**src/sv/rca_ram.sv**
```systemverilog
`timescale 1ns / 1ps
// ----------------------------------------------------------------------------
// Generic RAM
// One write port and one read port with registered read data.
// ----------------------------------------------------------------------------
module rca_ram #(
  parameter int WIDTH = 8,
  parameter int DEPTH = 16
) (
  input  logic                     clk,
  input  logic                     we,
  input  logic [$clog2(DEPTH)-1:0] waddr,
  input  logic [WIDTH-1:0]         wdata,
  input  logic [$clog2(DEPTH)-1:0] raddr,
  output logic [WIDTH-1:0]         rdata
);

  logic [WIDTH-1:0] mem [DEPTH];

  always_ff @(posedge clk) begin
    if (we) begin
      mem[waddr] <= wdata;
    end
    rdata <= mem[raddr];
  end

endmodule

```
**config.mk**
```make
export PLATFORM = sky130hd
export DESIGN_NAME = rca_ram
export DESIGN_NICKNAME = d
export VERILOG_FILES = /design/src/sv/rca_ram.sv
export SDC_FILE = /design/constraint.sdc
export NUM_CORES = 1
export LEC_CHECK = 0
export ABC_AREA = 1
export BUFFER_PORTS_ARGS = -buffer_cell sky130_fd_sc_hd__buf_2
export CAP_MARGIN = 0
export CORE_ASPECT_RATIO = 1.5
export CORE_MARGIN = 2
export CORE_UTILIZATION = 53
export CTS_CLUSTER_SIZE = 10
export DETAILED_ROUTE_END_ITERATION = 16
export PLACE_DENSITY = 0.81
export SYNTH_ARGS = -nofsm -noshare
export SYNTH_HDL_FRONTEND = slang
export SYNTH_SLANG_ARGS = --single-unit
```
**constraint.sdc**
```tcl
create_clock -name clk -period 2.6 [get_ports clk]
set_input_delay 0.13 -clock clk [delete_from_list [all_inputs] [get_ports clk]]
set_output_delay 0.13 -clock clk [all_outputs]
set_load 0.1 [all_outputs]
```
==> flow_summary.html, run 1 <==
<table>
<tr><th>Metric</th><th>Value</th></tr>
<tr><th colspan="2">Outcome</th></tr>
<tr><td>Result of the run</td><td>completed</td></tr>
<tr><th colspan="2">CTS</th></tr>
<tr><td>CTS tree</td><td>yes</td></tr>
<tr><td>Number of buffers added for setup after CTS</td><td>0</td></tr>
<tr><td>Hold-fix buffer count after cts</td><td>0</td></tr>
<tr><td>Clock transition at the registers of the reported paths</td><td>roughly 0.05 ns</td></tr>
<tr><td>CTS Root Cell</td><td>clkbuf_16</td></tr>
<tr><td>Number of gates resized after CTS</td><td>0</td></tr>
<tr><td>Number of clock buffers inserted by TritonCTS</td><td>17</td></tr>
<tr><td>Clock sink total</td><td>136</td></tr>
<tr><td>Clock network latency to the later pin of the worst-skew pair</td><td>0.42 ns</td></tr>
<tr><td>H-Tree Level Count</td><td>4</td></tr>
<tr><td>Number of buffers between clock root and the deepest sink</td><td>2</td></tr>
<tr><th colspan="2">Layout</th></tr>
<tr><td>Fraction of final layout cells with drive strength greater than 1</td><td>0.105</td></tr>
<tr><td>Layout-stage area growth over the synthesis result</td><td>13.4%</td></tr>
<tr><td>Ant diodes</td><td>0</td></tr>
<tr><td>Final net count</td><td>595</td></tr>
<tr><th colspan="2">Global routing</th></tr>
<tr><td>Vias in the first global route</td><td>3799</td></tr>
<tr><td>Pin count of the biggest net entering global routing</td><td>65</td></tr>
<tr><td>First-pass GRT wire length</td><td>approximately 19000 µm</td></tr>
<tr><td>Global router's overall resource usage</td><td>0.229</td></tr>
<tr><td>Initial antenna violation count</td><td>0</td></tr>
<tr><td>Total congestion overflow</td><td>0</td></tr>
<tr><th colspan="2">Detailed routing</th></tr>
<tr><td>Average wire per cell in the routed design</td><td>17.1 µm</td></tr>
<tr><td>Drt pass-1 iters</td><td>5</td></tr>
<tr><td>Number of remaining DRC errors</td><td>0</td></tr>
<tr><td>Via/cell ratio</td><td>5.28</td></tr>
<tr><td>Routed Antenna Nets</td><td>0</td></tr>
<tr><td>Total wirelength of the detailed-routed design</td><td>roughly 13000 µm</td></tr>
<tr><td>DRC violation total after the first TritonRoute iteration</td><td>399</td></tr>
<tr><td>Detailed-route via count</td><td>3875</td></tr>
<tr><th colspan="2">STA</th></tr>
<tr><td>Final period utilization</td><td>0.504</td></tr>
<tr><td>Final worst-path setup slack</td><td>1.29 ns</td></tr>
<tr><td>Sum of negative setup slack</td><td>0 ns</td></tr>
<tr><td>Setup violations, final</td><td>0</td></tr>
<tr><td>Max Fclk</td><td>764 MHz</td></tr>
<tr><td>Max Slew Vio Count</td><td>0</td></tr>
<tr><td>Unrepaired setup endpoints after global routing</td><td>no</td></tr>
<tr><td>Worst setup skew after layout</td><td>0.00571 ns</td></tr>
<tr><td>Hold Violations, Final</td><td>0</td></tr>
<tr><td>Worst Tran Pin Value</td><td>1.07 ns</td></tr>
<tr><td>Slew HR</td><td>0.282</td></tr>
<tr><td>Post-layout minimum cycle time</td><td>around 1.3 ns</td></tr>
<tr><th colspan="2">Critical path</th></tr>
<tr><td>Crit end category</td><td>output pin</td></tr>
<tr><td>Crit path launch type</td><td>register</td></tr>
<tr><td>Endpoint required time on the critical path</td><td>2.47 ns</td></tr>
<tr><td>Largest fanout on the critical path</td><td>1</td></tr>
<tr><td>Cell-by-cell listing of the critical path</td><td>buf_2</td></tr>
<tr><td>Data arrival at the endpoint of the critical path</td><td>approximately 1.2 ns</td></tr>
<tr><td>Worst-path cell with the longest stage delay</td><td>buf_2</td></tr>
<tr><td>Number of buffers and inverters on the critical path</td><td>1</td></tr>
<tr><td>Top cell family by delay on the critical path</td><td>buffers and inverters</td></tr>
<tr><td>Delay of the slowest critical-path stage</td><td>0.43 ns</td></tr>
<tr><td>CP Class</td><td>reg -&gt; out</td></tr>
<tr><th colspan="2">Pwr</th></tr>
<tr><td>Power dissipated by switching net loads</td><td>0.00120 W</td></tr>
<tr><td>PD cells</td><td>roughly 800 nW/µm²</td></tr>
<tr><td>Combinational fraction of design power</td><td>0.074</td></tr>
<tr><td>Clock share of power</td><td>0.454</td></tr>
<tr><td>Static leakage</td><td>2.83 nW</td></tr>
<tr><td>Fraction of power spent switching nets</td><td>0.229</td></tr>
<tr><td>Internal power</td><td>0.00403 W</td></tr>
<tr><td>Maximum vdd drop</td><td>a little over 800 µV</td></tr>
<tr><td>Share of power burned in registers</td><td>0.472</td></tr>
<tr><th colspan="2">Floorplanning</th></tr>
<tr><td>Initial core utilization</td><td>0.545</td></tr>
<tr><td>Die Y-Extent</td><td>132 µm</td></tr>
<tr><td>Boundary Pins</td><td>26</td></tr>
<tr><td>Width of the die</td><td>89.2 µm</td></tr>
<tr><td>Placement row count</td><td>46</td></tr>
<tr><td>Area of the die</td><td>11700 µm²</td></tr>
<tr><td>Core region area</td><td>10600 µm²</td></tr>
<tr><th colspan="2">Job</th></tr>
<tr><td>Max Cap Viol</td><td>0</td></tr>
<tr><th colspan="2">Synthesis</th></tr>
<tr><td>Netlist Area Pre-Place</td><td>5770 µm²</td></tr>
<tr><td>Average size of a mapped cell</td><td>10.5 µm²</td></tr>
<tr><td>Fraction of the yosys area taken by sequential cells</td><td>0.694</td></tr>
<tr><td>Mapped Nets</td><td>between 500 and 600</td></tr>
<tr><td>Post-synthesis sequential element count</td><td>roughly 140</td></tr>
<tr><td>Warnings, synthesis</td><td>0</td></tr>
<tr><td>Post-Synthesis Cells</td><td>551</td></tr>
<tr><td>Distinct cell type count after synthesis</td><td>12</td></tr>
<tr><th colspan="2">Placement</th></tr>
<tr><td>Worst Setup Slack post-DPL</td><td>between 0.9 and 1 ns</td></tr>
<tr><td>Last weighted congestion value of the routability-driven placer</td><td>just over 0.9</td></tr>
<tr><td>Port Buffer Count</td><td>25</td></tr>
<tr><td>Total half-perimeter wirelength after legalization and detailed placement</td><td>between 7000 and 8000 µm</td></tr>
<tr><th colspan="2">Hold path</th></tr>
<tr><td>Min-Delay Path Class</td><td>in -&gt; reg</td></tr>
</table>
-- per-layer routing --
metal | global-route usage | up-vias | share of wire | routed length, µm
met4 | 0.154 | 0 | 0.067 | 848
met1 | 0.262 | 1784 | 0.37 | 4700
li1 | - | 1824 | - | -
met3 | 0.0513 | 54 | 0.063 | 797
met2 | 0.372 | 213 | 0.49 | 6220
met5 | 0 | - | 0 | 0
-- sequential cells by signal (all words and copies together) (netlist names) --
| signal | cells |
|---|---|
| rdata | 8 |
| mem | 128 |
-- cells in the final DEF (no fill, tap or decap) --
master,instances
buf_2,25
buf_4,6
bufinv_16,3
clkbuf_1,2
clkbuf_16,17
clkinv_1,1
clkinv_2,4
clkinv_4,3
clkinvlp_4,2
dfxtp_1,8
edfxtp_1,128
inv_1,100
inv_2,2
nand2_1,173
nand3_1,97
nand3b_1,2
nor2_1,17
-- synth_stat cells --
| cell | number | area share |
|---|---|---|
| buf_4 | 4 | 0.0052 |
| inv_1 | 100 | 0.065 |
| nor2_1 | 17 | 0.011 |
| nand3b_1 | 2 | 0.0026 |
| buf_1 | 1 | 0.00065 |
| nand3_1 | 97 | 0.084 |
| buf_2 | 13 | 0.011 |
| nand2_1 | 173 | 0.11 |
| buf_6 | 6 | 0.012 |
| edfxtp_1 | 128 | 0.67 |
| dfxtp_1 | 8 | 0.028 |
| inv_2 | 2 | 0.0013 |
-- final timing paths --
kind / start / to / slack, ns / depth (start not counted)
hold / removal: raddr[3] / rdata[3] / 0.11 / 3
setup reg to reg: mem[4][2] / rdata[2] / 1.50 / 6
setup / recovery: rdata[6] / rdata[6] / 1.29 / 1
hold reg to reg: mem[2][0] / rdata[0] / 0.69 / 6
-- logic make-up (layout without fill, tap and decap cells) --
family,Yosys count,count (layout),synth area share
buffers and inverters,126,165,0.0952
DFF,136,136,0.694
and+or+nand+nor,289,289,0.210
-- cell type report --
class                   instances  area, µm²
clock buffers                  19        433
inverters                     102        383
fillers                       809       4050
clock inverters                13        155
well taps                     144        180
repair buffers                 31        170
multi-input cells             289       1210
flip-flops and latches        136       4000
-- power by group through the flow --
stage | logic [W] | clock network (W) | registers (W)
6_report | 0.000389 | 0.00237 | 0.00246
5_1_grt | 0.000417 | 0.00246 | 0.00247
4_1_cts | 0.000386 | 0.00239 | 0.00247
3_5_place_dp | 0.000383 | 0 | 0.00251
3_3_place_gp | 0.000374 | 0 | 0.00251
2_1_floorplan | 0.000173 | 0 | 0.00261
-- per-stage QoR --
stage	cells	hold WS [ns]	total power (W)	area, µm²	util
global placement	702	0.535	0.00288	5950	0.562
finish	734	0.111	0.00523	6540	0.617
CTS	734	0.0860	0.00524	6540	0.617
global route	734	0.118	0.00535	6540	0.617
floorplan	551	0.229	0.00279	5770	-
detailed placement	702	0.525	0.00289	5950	0.562
No activity file was read; power rests on OpenSTA's default activity.
==> inputs of run 2 (changes only) <==
--- a/config.mk
+++ b/config.mk
@@ -13,7 +13,7 @@
 export CORE_UTILIZATION = 53
 export CTS_CLUSTER_SIZE = 10
 export DETAILED_ROUTE_END_ITERATION = 16
-export PLACE_DENSITY = 0.81
+export PLACE_DENSITY = 0.84
 export SYNTH_ARGS = -nofsm -noshare
 export SYNTH_HDL_FRONTEND = slang
 export SYNTH_SLANG_ARGS = --single-unit
==> constraint.sdc (replaced) <==
create_clock -name clk -period 1.2 [get_ports clk]
set_input_delay 0.06 -clock clk [delete_from_list [all_inputs] [get_ports clk]]
set_output_delay 0.06 -clock clk [all_outputs]
set_load 0.1 [all_outputs]
==> run 2 against run 1 <==
Non-clock buffer count increased by 21. Register-to-register slack got worse by 1.4 ns. Flip-flop and latch count unchanged. Clock power increased by 120%. Count of clock-buffer cells in the layout increased by 5. Combinational power increased by 140%. Die area unchanged. Critical path type unchanged.
==> flow_summary.html, run 2 (synthesized netlist as in run 1, its figures left out) <==
<table>
<tr><th>Metric</th><th>Value</th></tr>
<tr><th colspan="2">STA</th></tr>
<tr><td>Slew HR</td><td>0.724 (was 0.282)</td></tr>
<tr><td>Max Slew Vio Count</td><td>0 (unchanged)</td></tr>
<tr><td>Sum of negative setup slack</td><td>0 ns (unchanged)</td></tr>
<tr><td>Max Fclk</td><td>894 MHz</td></tr>
<tr><td>Final period utilization</td><td>0.932</td></tr>
<tr><td>Hold Violations, Final</td><td>0 (unchanged)</td></tr>
<tr><td>Final worst-path setup slack</td><td>0.0812 ns (was 1.29 ns)</td></tr>
<tr><td>Worst setup skew after layout</td><td>0.00363 ns (was 0.00571 ns)</td></tr>
<tr><td>Post-layout minimum cycle time</td><td>1.12 ns</td></tr>
<tr><td>Setup violations, final</td><td>0 (unchanged)</td></tr>
<tr><td>Worst-case hold slack</td><td>0.0669 ns (was 0.111 ns)</td></tr>
<tr><td>Worst Tran Pin Value</td><td>0.414 ns (was 1.07 ns)</td></tr>
<tr><td>Unrepaired setup endpoints after global routing</td><td>no (unchanged)</td></tr>
<tr><th colspan="2">Critical path</th></tr>
<tr><td>Largest fanout on the critical path</td><td>1 (unchanged)</td></tr>
<tr><td>Crit end category</td><td>output pin (unchanged)</td></tr>
<tr><td>Worst-path cell with the longest stage delay</td><td>dfxtp_1 (was buf_2)</td></tr>
<tr><td>CP Class</td><td>reg -&gt; out (unchanged)</td></tr>
<tr><td>Data arrival at the endpoint of the critical path</td><td>1.06 ns (was 1.18 ns)</td></tr>
<tr><td>Number of buffers and inverters on the critical path</td><td>1 (unchanged)</td></tr>
<tr><td>Endpoint required time on the critical path</td><td>1.14 ns (was 2.47 ns)</td></tr>
<tr><td>Cell-by-cell listing of the critical path</td><td>buf_4 (was buf_2)</td></tr>
<tr><td>Delay of the slowest critical-path stage</td><td>0.35 ns (was 0.43 ns)</td></tr>
<tr><td>Top cell family by delay on the critical path</td><td>flip-flops (was buffers and inverters)</td></tr>
<tr><td>Crit path launch type</td><td>register (unchanged)</td></tr>
<tr><td>Number of cells traversed by the worst register-to-register path</td><td>6 (unchanged)</td></tr>
<tr><td>Crit path depth</td><td>1 (unchanged)</td></tr>
<tr><th colspan="2">Global routing</th></tr>
<tr><td>Total congestion overflow</td><td>0 (unchanged)</td></tr>
<tr><td>Initial antenna violation count</td><td>0 (unchanged)</td></tr>
<tr><td>Global router's overall resource usage</td><td>0.250 (was 0.229)</td></tr>
<tr><td>Vias in the first global route</td><td>3960 (was 3799)</td></tr>
<tr><td>Pin count of the biggest net entering global routing</td><td>33 (was 65)</td></tr>
<tr><td>First-pass GRT wire length</td><td>21300 µm (was 19400 µm)</td></tr>
<tr><th colspan="2">Layout</th></tr>
<tr><td>Flip-flop count of the largest register after layout</td><td>128 (unchanged)</td></tr>
<tr><td>Fraction of final layout cells with drive strength greater than 1</td><td>0.131 (was 0.105)</td></tr>
<tr><td>Area used by multi-input combinational logic</td><td>1210 µm² (unchanged)</td></tr>
<tr><td>Most frequent cells in the layout</td><td>nand2_1 (173), edfxtp_1 (128), inv_1 (100) (unchanged)</td></tr>
<tr><td>Number of fill cells</td><td>776 (was 809)</td></tr>
<tr><td>Final net count</td><td>616 (was 595)</td></tr>
<tr><td>Post-layout util</td><td>0.640 (was 0.617)</td></tr>
<tr><td>Layout-stage area growth over the synthesis result</td><td>17.6% (was 13.4%)</td></tr>
<tr><td>Finished Layout Cells</td><td>755 (was 734)</td></tr>
<tr><td>Largest registers ranked by flip-flop count</td><td>mem x128, rdata x8 (unchanged)</td></tr>
<tr><td>Reg with most FFs</td><td>mem (unchanged)</td></tr>
<tr><td>Footprint of the flip-flops and latches</td><td>4000 µm² (unchanged)</td></tr>
<tr><td>Most common cell after layout, fill and taps aside</td><td>nand2_1 (unchanged)</td></tr>
<tr><td>Ant diodes</td><td>0 (unchanged)</td></tr>
<tr><th colspan="2">Floorplanning</th></tr>
<tr><td>Boundary Pins</td><td>26 (unchanged)</td></tr>
<tr><td>Width of the die</td><td>89.2 µm (unchanged)</td></tr>
<tr><td>Die Y-Extent</td><td>132 µm (unchanged)</td></tr>
<tr><td>Core region area</td><td>10600 µm² (unchanged)</td></tr>
<tr><td>Area of the die</td><td>11700 µm² (unchanged)</td></tr>
<tr><td>Placement row count</td><td>46 (unchanged)</td></tr>
<tr><td>Initial core utilization</td><td>0.545 (unchanged)</td></tr>
<tr><th colspan="2">Detailed routing</th></tr>
<tr><td>Average wire per cell in the routed design</td><td>17.9 µm (was 17.1 µm)</td></tr>
<tr><td>Total wirelength of the detailed-routed design</td><td>13500 µm (was 12600 µm)</td></tr>
<tr><td>Drt pass-1 iters</td><td>6 (was 5)</td></tr>
<tr><td>Detailed-route via count</td><td>4035 (was 3875)</td></tr>
<tr><td>Routed Antenna Nets</td><td>0 (unchanged)</td></tr>
<tr><td>DRC violation total after the first TritonRoute iteration</td><td>589 (was 399)</td></tr>
<tr><td>Via/cell ratio</td><td>5.34 (was 5.28)</td></tr>
<tr><td>Number of remaining DRC errors</td><td>0 (unchanged)</td></tr>
<tr><th colspan="2">CTS</th></tr>
<tr><td>Clock network latency to the later pin of the worst-skew pair</td><td>0.41 ns (was 0.42 ns)</td></tr>
<tr><td>Number of clock buffers inserted by TritonCTS</td><td>17 (unchanged)</td></tr>
<tr><td>CTS tree</td><td>yes (unchanged)</td></tr>
<tr><td>Clock transition at the registers of the reported paths</td><td>0.05 ns (about the same)</td></tr>
<tr><td>CTS Root Cell</td><td>clkbuf_16 (unchanged)</td></tr>
<tr><td>Clock sink total</td><td>136 (unchanged)</td></tr>
<tr><td>Number of buffers between clock root and the deepest sink</td><td>2 (unchanged)</td></tr>
<tr><td>H-Tree Level Count</td><td>4 (unchanged)</td></tr>
<tr><td>Number of buffers added for setup after CTS</td><td>0 (unchanged)</td></tr>
<tr><th colspan="2">Placement</th></tr>
<tr><td>Worst Setup Slack post-DPL</td><td>0.0930 ns (was 0.950 ns)</td></tr>
<tr><td>Total half-perimeter wirelength after legalization and detailed placement</td><td>8290 µm (was 7790 µm)</td></tr>
<tr><td>Port Buffer Count</td><td>25 (unchanged)</td></tr>
<tr><td>Last weighted congestion value of the routability-driven placer</td><td>0.850 (was 0.917)</td></tr>
<tr><td>Inst Count DP</td><td>722 (was 702)</td></tr>
<tr><th colspan="2">Pwr</th></tr>
<tr><td>PD cells</td><td>1690 nW/µm² (was 799 nW/µm²)</td></tr>
<tr><td>Static leakage</td><td>2.97 nW (was 2.83 nW)</td></tr>
<tr><td>Maximum vdd drop</td><td>1120 µV (was 812 µV)</td></tr>
<tr><th colspan="2">Outcome</th></tr>
<tr><td>Result of the run</td><td>completed (unchanged)</td></tr>
<tr><th colspan="2">Hold path</th></tr>
<tr><td>Min-Delay Path Class</td><td>in -&gt; reg (unchanged)</td></tr>
<tr><td>Cells on Worst Hold Path</td><td>1 (was 3)</td></tr>
<tr><th colspan="2">Job</th></tr>
<tr><td>Max Cap Viol</td><td>0 (unchanged)</td></tr>
</table>
==> run 2: cell types whose count changed in the layout (fill, tap and decap cells not counted), moves of 3 or more <==
cell and delta:
buf_2 -8, buf_12 +4, clkbuf_8 +3, buf_4 +22
==> run 2: per-stage QoR <==
| stage | power, W | cell area, µm² |
|---|---|---|
| after CTS | 0.0115 | 6780 |
| after floorplan | 0.00603 | 5770 |
| final | 0.0115 | 6780 |
| after detailed placement | 0.00633 | 6150 |
| after global routing | 0.0118 | 6780 |
| after global placement | 0.00630 | 6150 |
==> run 2: path summary, 6_finish.rpt <==
path / startpoint / end / slack, ns
min reg2reg: mem[10][7] / rdata[7] / 0.65
min: wdata[2] / mem[7][2] / 0.07
max: rdata[1] / rdata[1] / 0.08
max reg2reg: mem[5][0] / rdata[0] / 0.14
==> run 2: layer usage <==
layer	part of all wire	wire length [µm]	up-vias	GRT usage
li1	-	-	1865	-
met1	0.36	4810	1880	0.306
met2	0.52	7040	235	0.402
met3	0.065	882	55	0.0476
met4	0.057	772	0	0.148
met5	0	0	-	0
==> run 2: repair_timing <==
item,in CTS,in global routing
pin swaps,0,0
gates cloned,0,0
setup endpoints to repair,6,2
resized for setup,6,2
hold buffers,1,0
hold endpoints to repair,1,0
==> run 2: report_power, final <==
part	leakage (nW)	internal (W)	switching, W
sequential	1.22	0.00531	0.0000349
combinational	1.45	0.000233	0.000697
clock	0.292	0.00342	0.00179
total	2.97	0.00897	0.00253
==> run 2: worst register-to-register path, stage by stage, from the launching register on <==
cell	delay (ns)
edfxtp_1	0.36
inv_1	0.08
nand2_1	0.07
nand3_1	0.09
nand3_1	0.14
nand3_1	0.13
nand2_1	0.08
==> run 2: area by class of cell <==
type | count | area share
clock buffer | 24 | 0.0710
clock inverter | 8 | 0.0177
inverter | 102 | 0.0564
multi-input combinational | 289 | 0.179
sequential | 136 | 0.590
tap | 144 | 0.0266
timing repair buffer | 52 | 0.0590
==> inputs of run 3 (changes only) <==
--- a/config.mk
+++ b/config.mk
@@ -11,6 +11,7 @@
 export CORE_ASPECT_RATIO = 1.5
 export CORE_MARGIN = 2
 export CORE_UTILIZATION = 53
+export CTS_BUF_LIST = sky130_fd_sc_hd__clkbuf_4 sky130_fd_sc_hd__clkbuf_8
 export CTS_CLUSTER_SIZE = 10
 export DETAILED_ROUTE_END_ITERATION = 16
 export PLACE_DENSITY = 0.84
==> run 3 against run 2 <==
Flip-flop and latch count did not move. Routed wire length shrank 3.9%. Clock power shrank 25%. Die area is the same. Worst hold slack got worse by 0.037 ns. Via count decreased by 1.7%. First-iteration DRC count shrank 44%. Final area down 2.6%. Register-to-register slack about the same. Largest cell class unchanged. Largest power group unchanged.
==> flow_summary.html, run 3 (synthesized netlist as in run 1, its figures left out) <==
<table>
<tr><th>Metric</th><th>Value</th></tr>
<tr><th colspan="2">Global routing</th></tr>
<tr><td>Pin count of the biggest net entering global routing</td><td>33 (unchanged)</td></tr>
<tr><td>Vias in the first global route</td><td>3902 (was 3960)</td></tr>
<tr><td>First-pass GRT wire length</td><td>20500 µm (was 21300 µm)</td></tr>
<tr><td>Total congestion overflow</td><td>0 (unchanged)</td></tr>
<tr><td>Initial antenna violation count</td><td>0 (unchanged)</td></tr>
<tr><td>Global router's overall resource usage</td><td>0.242 (was 0.250)</td></tr>
<tr><th colspan="2">Critical path</th></tr>
<tr><td>Worst-path cell with the longest stage delay</td><td>dfxtp_1 (unchanged)</td></tr>
<tr><td>Endpoint required time on the critical path</td><td>1.14 ns (about the same)</td></tr>
<tr><td>Largest fanout on the critical path</td><td>1 (unchanged)</td></tr>
<tr><td>Crit end category</td><td>output pin (unchanged)</td></tr>
<tr><td>Top cell family by delay on the critical path</td><td>flip-flops (unchanged)</td></tr>
<tr><td>Cell-by-cell listing of the critical path</td><td>buf_4 (unchanged)</td></tr>
<tr><td>Terminus of the critical flop-to-flop path</td><td>rdata[3] (was rdata[0])</td></tr>
<tr><td>Delay of the slowest critical-path stage</td><td>0.36 ns (was 0.35 ns)</td></tr>
<tr><td>Reg2Reg Setup Slack</td><td>0.14 ns (about the same)</td></tr>
<tr><td>Start of the worst register-to-register path</td><td>mem[5][3] (was mem[5][0])</td></tr>
<tr><td>Number of buffers and inverters on the critical path</td><td>1 (unchanged)</td></tr>
<tr><td>Crit path launch type</td><td>register (unchanged)</td></tr>
<tr><td>Number of cells traversed by the worst register-to-register path</td><td>6 (unchanged)</td></tr>
<tr><td>CP Class</td><td>reg -&gt; out (unchanged)</td></tr>
<tr><td>Data arrival at the endpoint of the critical path</td><td>1.10 ns (was 1.06 ns)</td></tr>
<tr><th colspan="2">Layout</th></tr>
<tr><td>Flip-flop count of the largest register after layout</td><td>128 (unchanged)</td></tr>
<tr><td>Final Instance Area</td><td>6610 µm² (was 6780 µm²)</td></tr>
<tr><td>Finished Layout Cells</td><td>755 (unchanged)</td></tr>
<tr><td>Ant diodes</td><td>0 (unchanged)</td></tr>
<tr><td>Most frequent cells in the layout</td><td>nand2_1 (173), edfxtp_1 (128), inv_1 (100) (unchanged)</td></tr>
<tr><td>Largest registers ranked by flip-flop count</td><td>mem x128, rdata x8 (unchanged)</td></tr>
<tr><td>Fraction of final layout cells with drive strength greater than 1</td><td>0.137 (was 0.131)</td></tr>
<tr><td>Reg with most FFs</td><td>mem (unchanged)</td></tr>
<tr><td>Layout-stage area growth over the synthesis result</td><td>14.6% (was 17.6%)</td></tr>
<tr><td>Most common cell after layout, fill and taps aside</td><td>nand2_1 (unchanged)</td></tr>
<tr><td>Final net count</td><td>616 (unchanged)</td></tr>
<tr><th colspan="2">Floorplanning</th></tr>
<tr><td>Area of the die</td><td>11700 µm² (unchanged)</td></tr>
<tr><td>Core region area</td><td>10600 µm² (unchanged)</td></tr>
<tr><td>Width of the die</td><td>89.2 µm (unchanged)</td></tr>
<tr><td>Die Y-Extent</td><td>132 µm (unchanged)</td></tr>
<tr><td>Placement row count</td><td>46 (unchanged)</td></tr>
<tr><td>Boundary Pins</td><td>26 (unchanged)</td></tr>
<tr><td>Initial core utilization</td><td>0.545 (unchanged)</td></tr>
<tr><th colspan="2">STA</th></tr>
<tr><td>Final worst-path setup slack</td><td>0.0441 ns (was 0.0812 ns)</td></tr>
<tr><td>Setup violations, final</td><td>0 (unchanged)</td></tr>
<tr><td>Sum of negative setup slack</td><td>0 ns (unchanged)</td></tr>
<tr><td>Worst Tran Pin Value</td><td>0.413 ns (was 0.414 ns)</td></tr>
<tr><td>Post-layout minimum cycle time</td><td>1.16 ns (was 1.12 ns)</td></tr>
<tr><td>Hold Violations, Final</td><td>0 (unchanged)</td></tr>
<tr><td>Max Fclk</td><td>865 MHz (was 894 MHz)</td></tr>
<tr><td>Worst setup skew after layout</td><td>0.00531 ns (was 0.00363 ns)</td></tr>
<tr><td>Slew HR</td><td>0.725 (was 0.724)</td></tr>
<tr><td>Final period utilization</td><td>0.963 (was 0.932)</td></tr>
<tr><td>Unrepaired setup endpoints after global routing</td><td>no (unchanged)</td></tr>
<tr><td>Max Slew Vio Count</td><td>0 (unchanged)</td></tr>
<tr><th colspan="2">CTS</th></tr>
<tr><td>Number of buffers added for setup after CTS</td><td>0 (unchanged)</td></tr>
<tr><td>Clock network latency to the later pin of the worst-skew pair</td><td>0.44 ns (was 0.41 ns)</td></tr>
<tr><td>CTS Root Cell</td><td>clkbuf_8 (was clkbuf_16)</td></tr>
<tr><td>Number of clock buffers inserted by TritonCTS</td><td>17 (unchanged)</td></tr>
<tr><td>Clock sink total</td><td>136 (unchanged)</td></tr>
<tr><td>Clock transition at the registers of the reported paths</td><td>0.07 ns (was 0.05 ns)</td></tr>
<tr><td>CTS tree</td><td>yes (unchanged)</td></tr>
<tr><td>Number of buffers between clock root and the deepest sink</td><td>2 (unchanged)</td></tr>
<tr><td>H-Tree Level Count</td><td>4 (unchanged)</td></tr>
<tr><th colspan="2">Outcome</th></tr>
<tr><td>Result of the run</td><td>completed (unchanged)</td></tr>
<tr><th colspan="2">Job</th></tr>
<tr><td>Max Cap Viol</td><td>0 (unchanged)</td></tr>
<tr><th colspan="2">Placement</th></tr>
<tr><td>Inst Count DP</td><td>722 (unchanged)</td></tr>
<tr><td>Port Buffer Count</td><td>25 (unchanged)</td></tr>
<tr><td>Total half-perimeter wirelength after legalization and detailed placement</td><td>8290 µm (unchanged)</td></tr>
<tr><td>Last weighted congestion value of the routability-driven placer</td><td>0.850 (unchanged)</td></tr>
<tr><td>Placement Cell Area</td><td>6150 µm² (unchanged)</td></tr>
<tr><td>Worst Setup Slack post-DPL</td><td>0.0930 ns (unchanged)</td></tr>
<tr><th colspan="2">Pwr</th></tr>
<tr><td>Overall power of the completed layout</td><td>0.0102 W (was 0.0115 W)</td></tr>
<tr><td>Static leakage</td><td>2.90 nW (was 2.97 nW)</td></tr>
<tr><td>Maximum vdd drop</td><td>1040 µV (was 1120 µV)</td></tr>
<tr><td>PD cells</td><td>1540 nW/µm² (was 1690 nW/µm²)</td></tr>
<tr><th colspan="2">Detailed routing</th></tr>
<tr><td>Total wirelength of the detailed-routed design</td><td>13000 µm (was 13500 µm)</td></tr>
<tr><td>Number of remaining DRC errors</td><td>0 (unchanged)</td></tr>
<tr><td>Detailed-route via count</td><td>3965 (was 4035)</td></tr>
<tr><td>DRC violation total after the first TritonRoute iteration</td><td>332 (was 589)</td></tr>
<tr><td>Routed Antenna Nets</td><td>0 (unchanged)</td></tr>
<tr><td>Drt pass-1 iters</td><td>5 (was 6)</td></tr>
<tr><td>Via/cell ratio</td><td>5.25 (was 5.34)</td></tr>
<tr><td>Average wire per cell in the routed design</td><td>17.2 µm (was 17.9 µm)</td></tr>
<tr><th colspan="2">Hold path</th></tr>
<tr><td>Hold wc startpoint</td><td>wdata[2] (unchanged)</td></tr>
<tr><td>Min-Delay Path Class</td><td>in -&gt; reg (unchanged)</td></tr>
<tr><td>Hold Crit Endpoint</td><td>mem[7][2] (unchanged)</td></tr>
<tr><td>Cells on Worst Hold Path</td><td>1 (unchanged)</td></tr>
</table>
run 3: cell count changes in the layout (fill, tap and decap cells not counted), sizes merged:
cell / before / now
buf: 49 / 51
clkbuf: 26 / 24
run 3: power breakdown:
| group | switching (W) | leakage [nW] | internal (W) | total [W] |
|---|---|---|---|---|
| registers | 0.0000356 | 1.22 | 0.00531 | 0.00534 |
| logic | 0.000683 | 1.45 | 0.000234 | 0.000917 |
| clock network | 0.00161 | 0.218 | 0.00230 | 0.00392 |
| total | 0.00233 | 2.90 | 0.00784 | 0.0102 |
run 3: cell type report:
class,count,area [µm²]
Sequential cell,136,4000
Fill cell,802,3980
Multi-Input combinational cell,289,1210
Timing Repair Buffer,52,400
Inverter,102,383
Clock buffer,24,305
Tap cell,144,180
Clock inverter,8,120
run 3: layer usage:
metal  GRT usage  wire length (µm)  vias up  share of wire
li1            -                 -     1867              -
met1       0.289              4790     1880           0.37
met2       0.391              6870      175           0.53
met3      0.0501               669       43          0.052
met4       0.150               658        0          0.051
met5           0                 0        -              0
run 3: stage by stage:
stage,utilization,hold slack (ns)
after floorplan,-,0.159
after global routing,0.624,0.0195
after detailed placement,0.581,0.423
after global placement,0.581,0.414
final,0.624,0.0298
after CTS,0.624,0.00777
run 3: worst max path at each step:
stage / cells after the start / slack (ns) / from / endpoint
final: 1 / 0.04 / rdata[4] / rdata[4]
after floorplan: 2 / 0.19 / waddr[2] / mem[10][0]
after CTS: 1 / 0.03 / rdata[4] / rdata[4]
after global routing: 1 / 0.01 / rdata[5] / rdata[5]
after global placement: 8 / 0.12 / raddr[0] / rdata[0]
after detailed placement: 8 / 0.09 / raddr[0] / rdata[3]
run 3: timing repair:
action | 4_1_cts | 5_1_grt
resized for setup | 8 | 0
endpoints found under the hold margin | 7 | 0
setup endpoints to repair | 8 | 0
hold buffers | 1 | 0
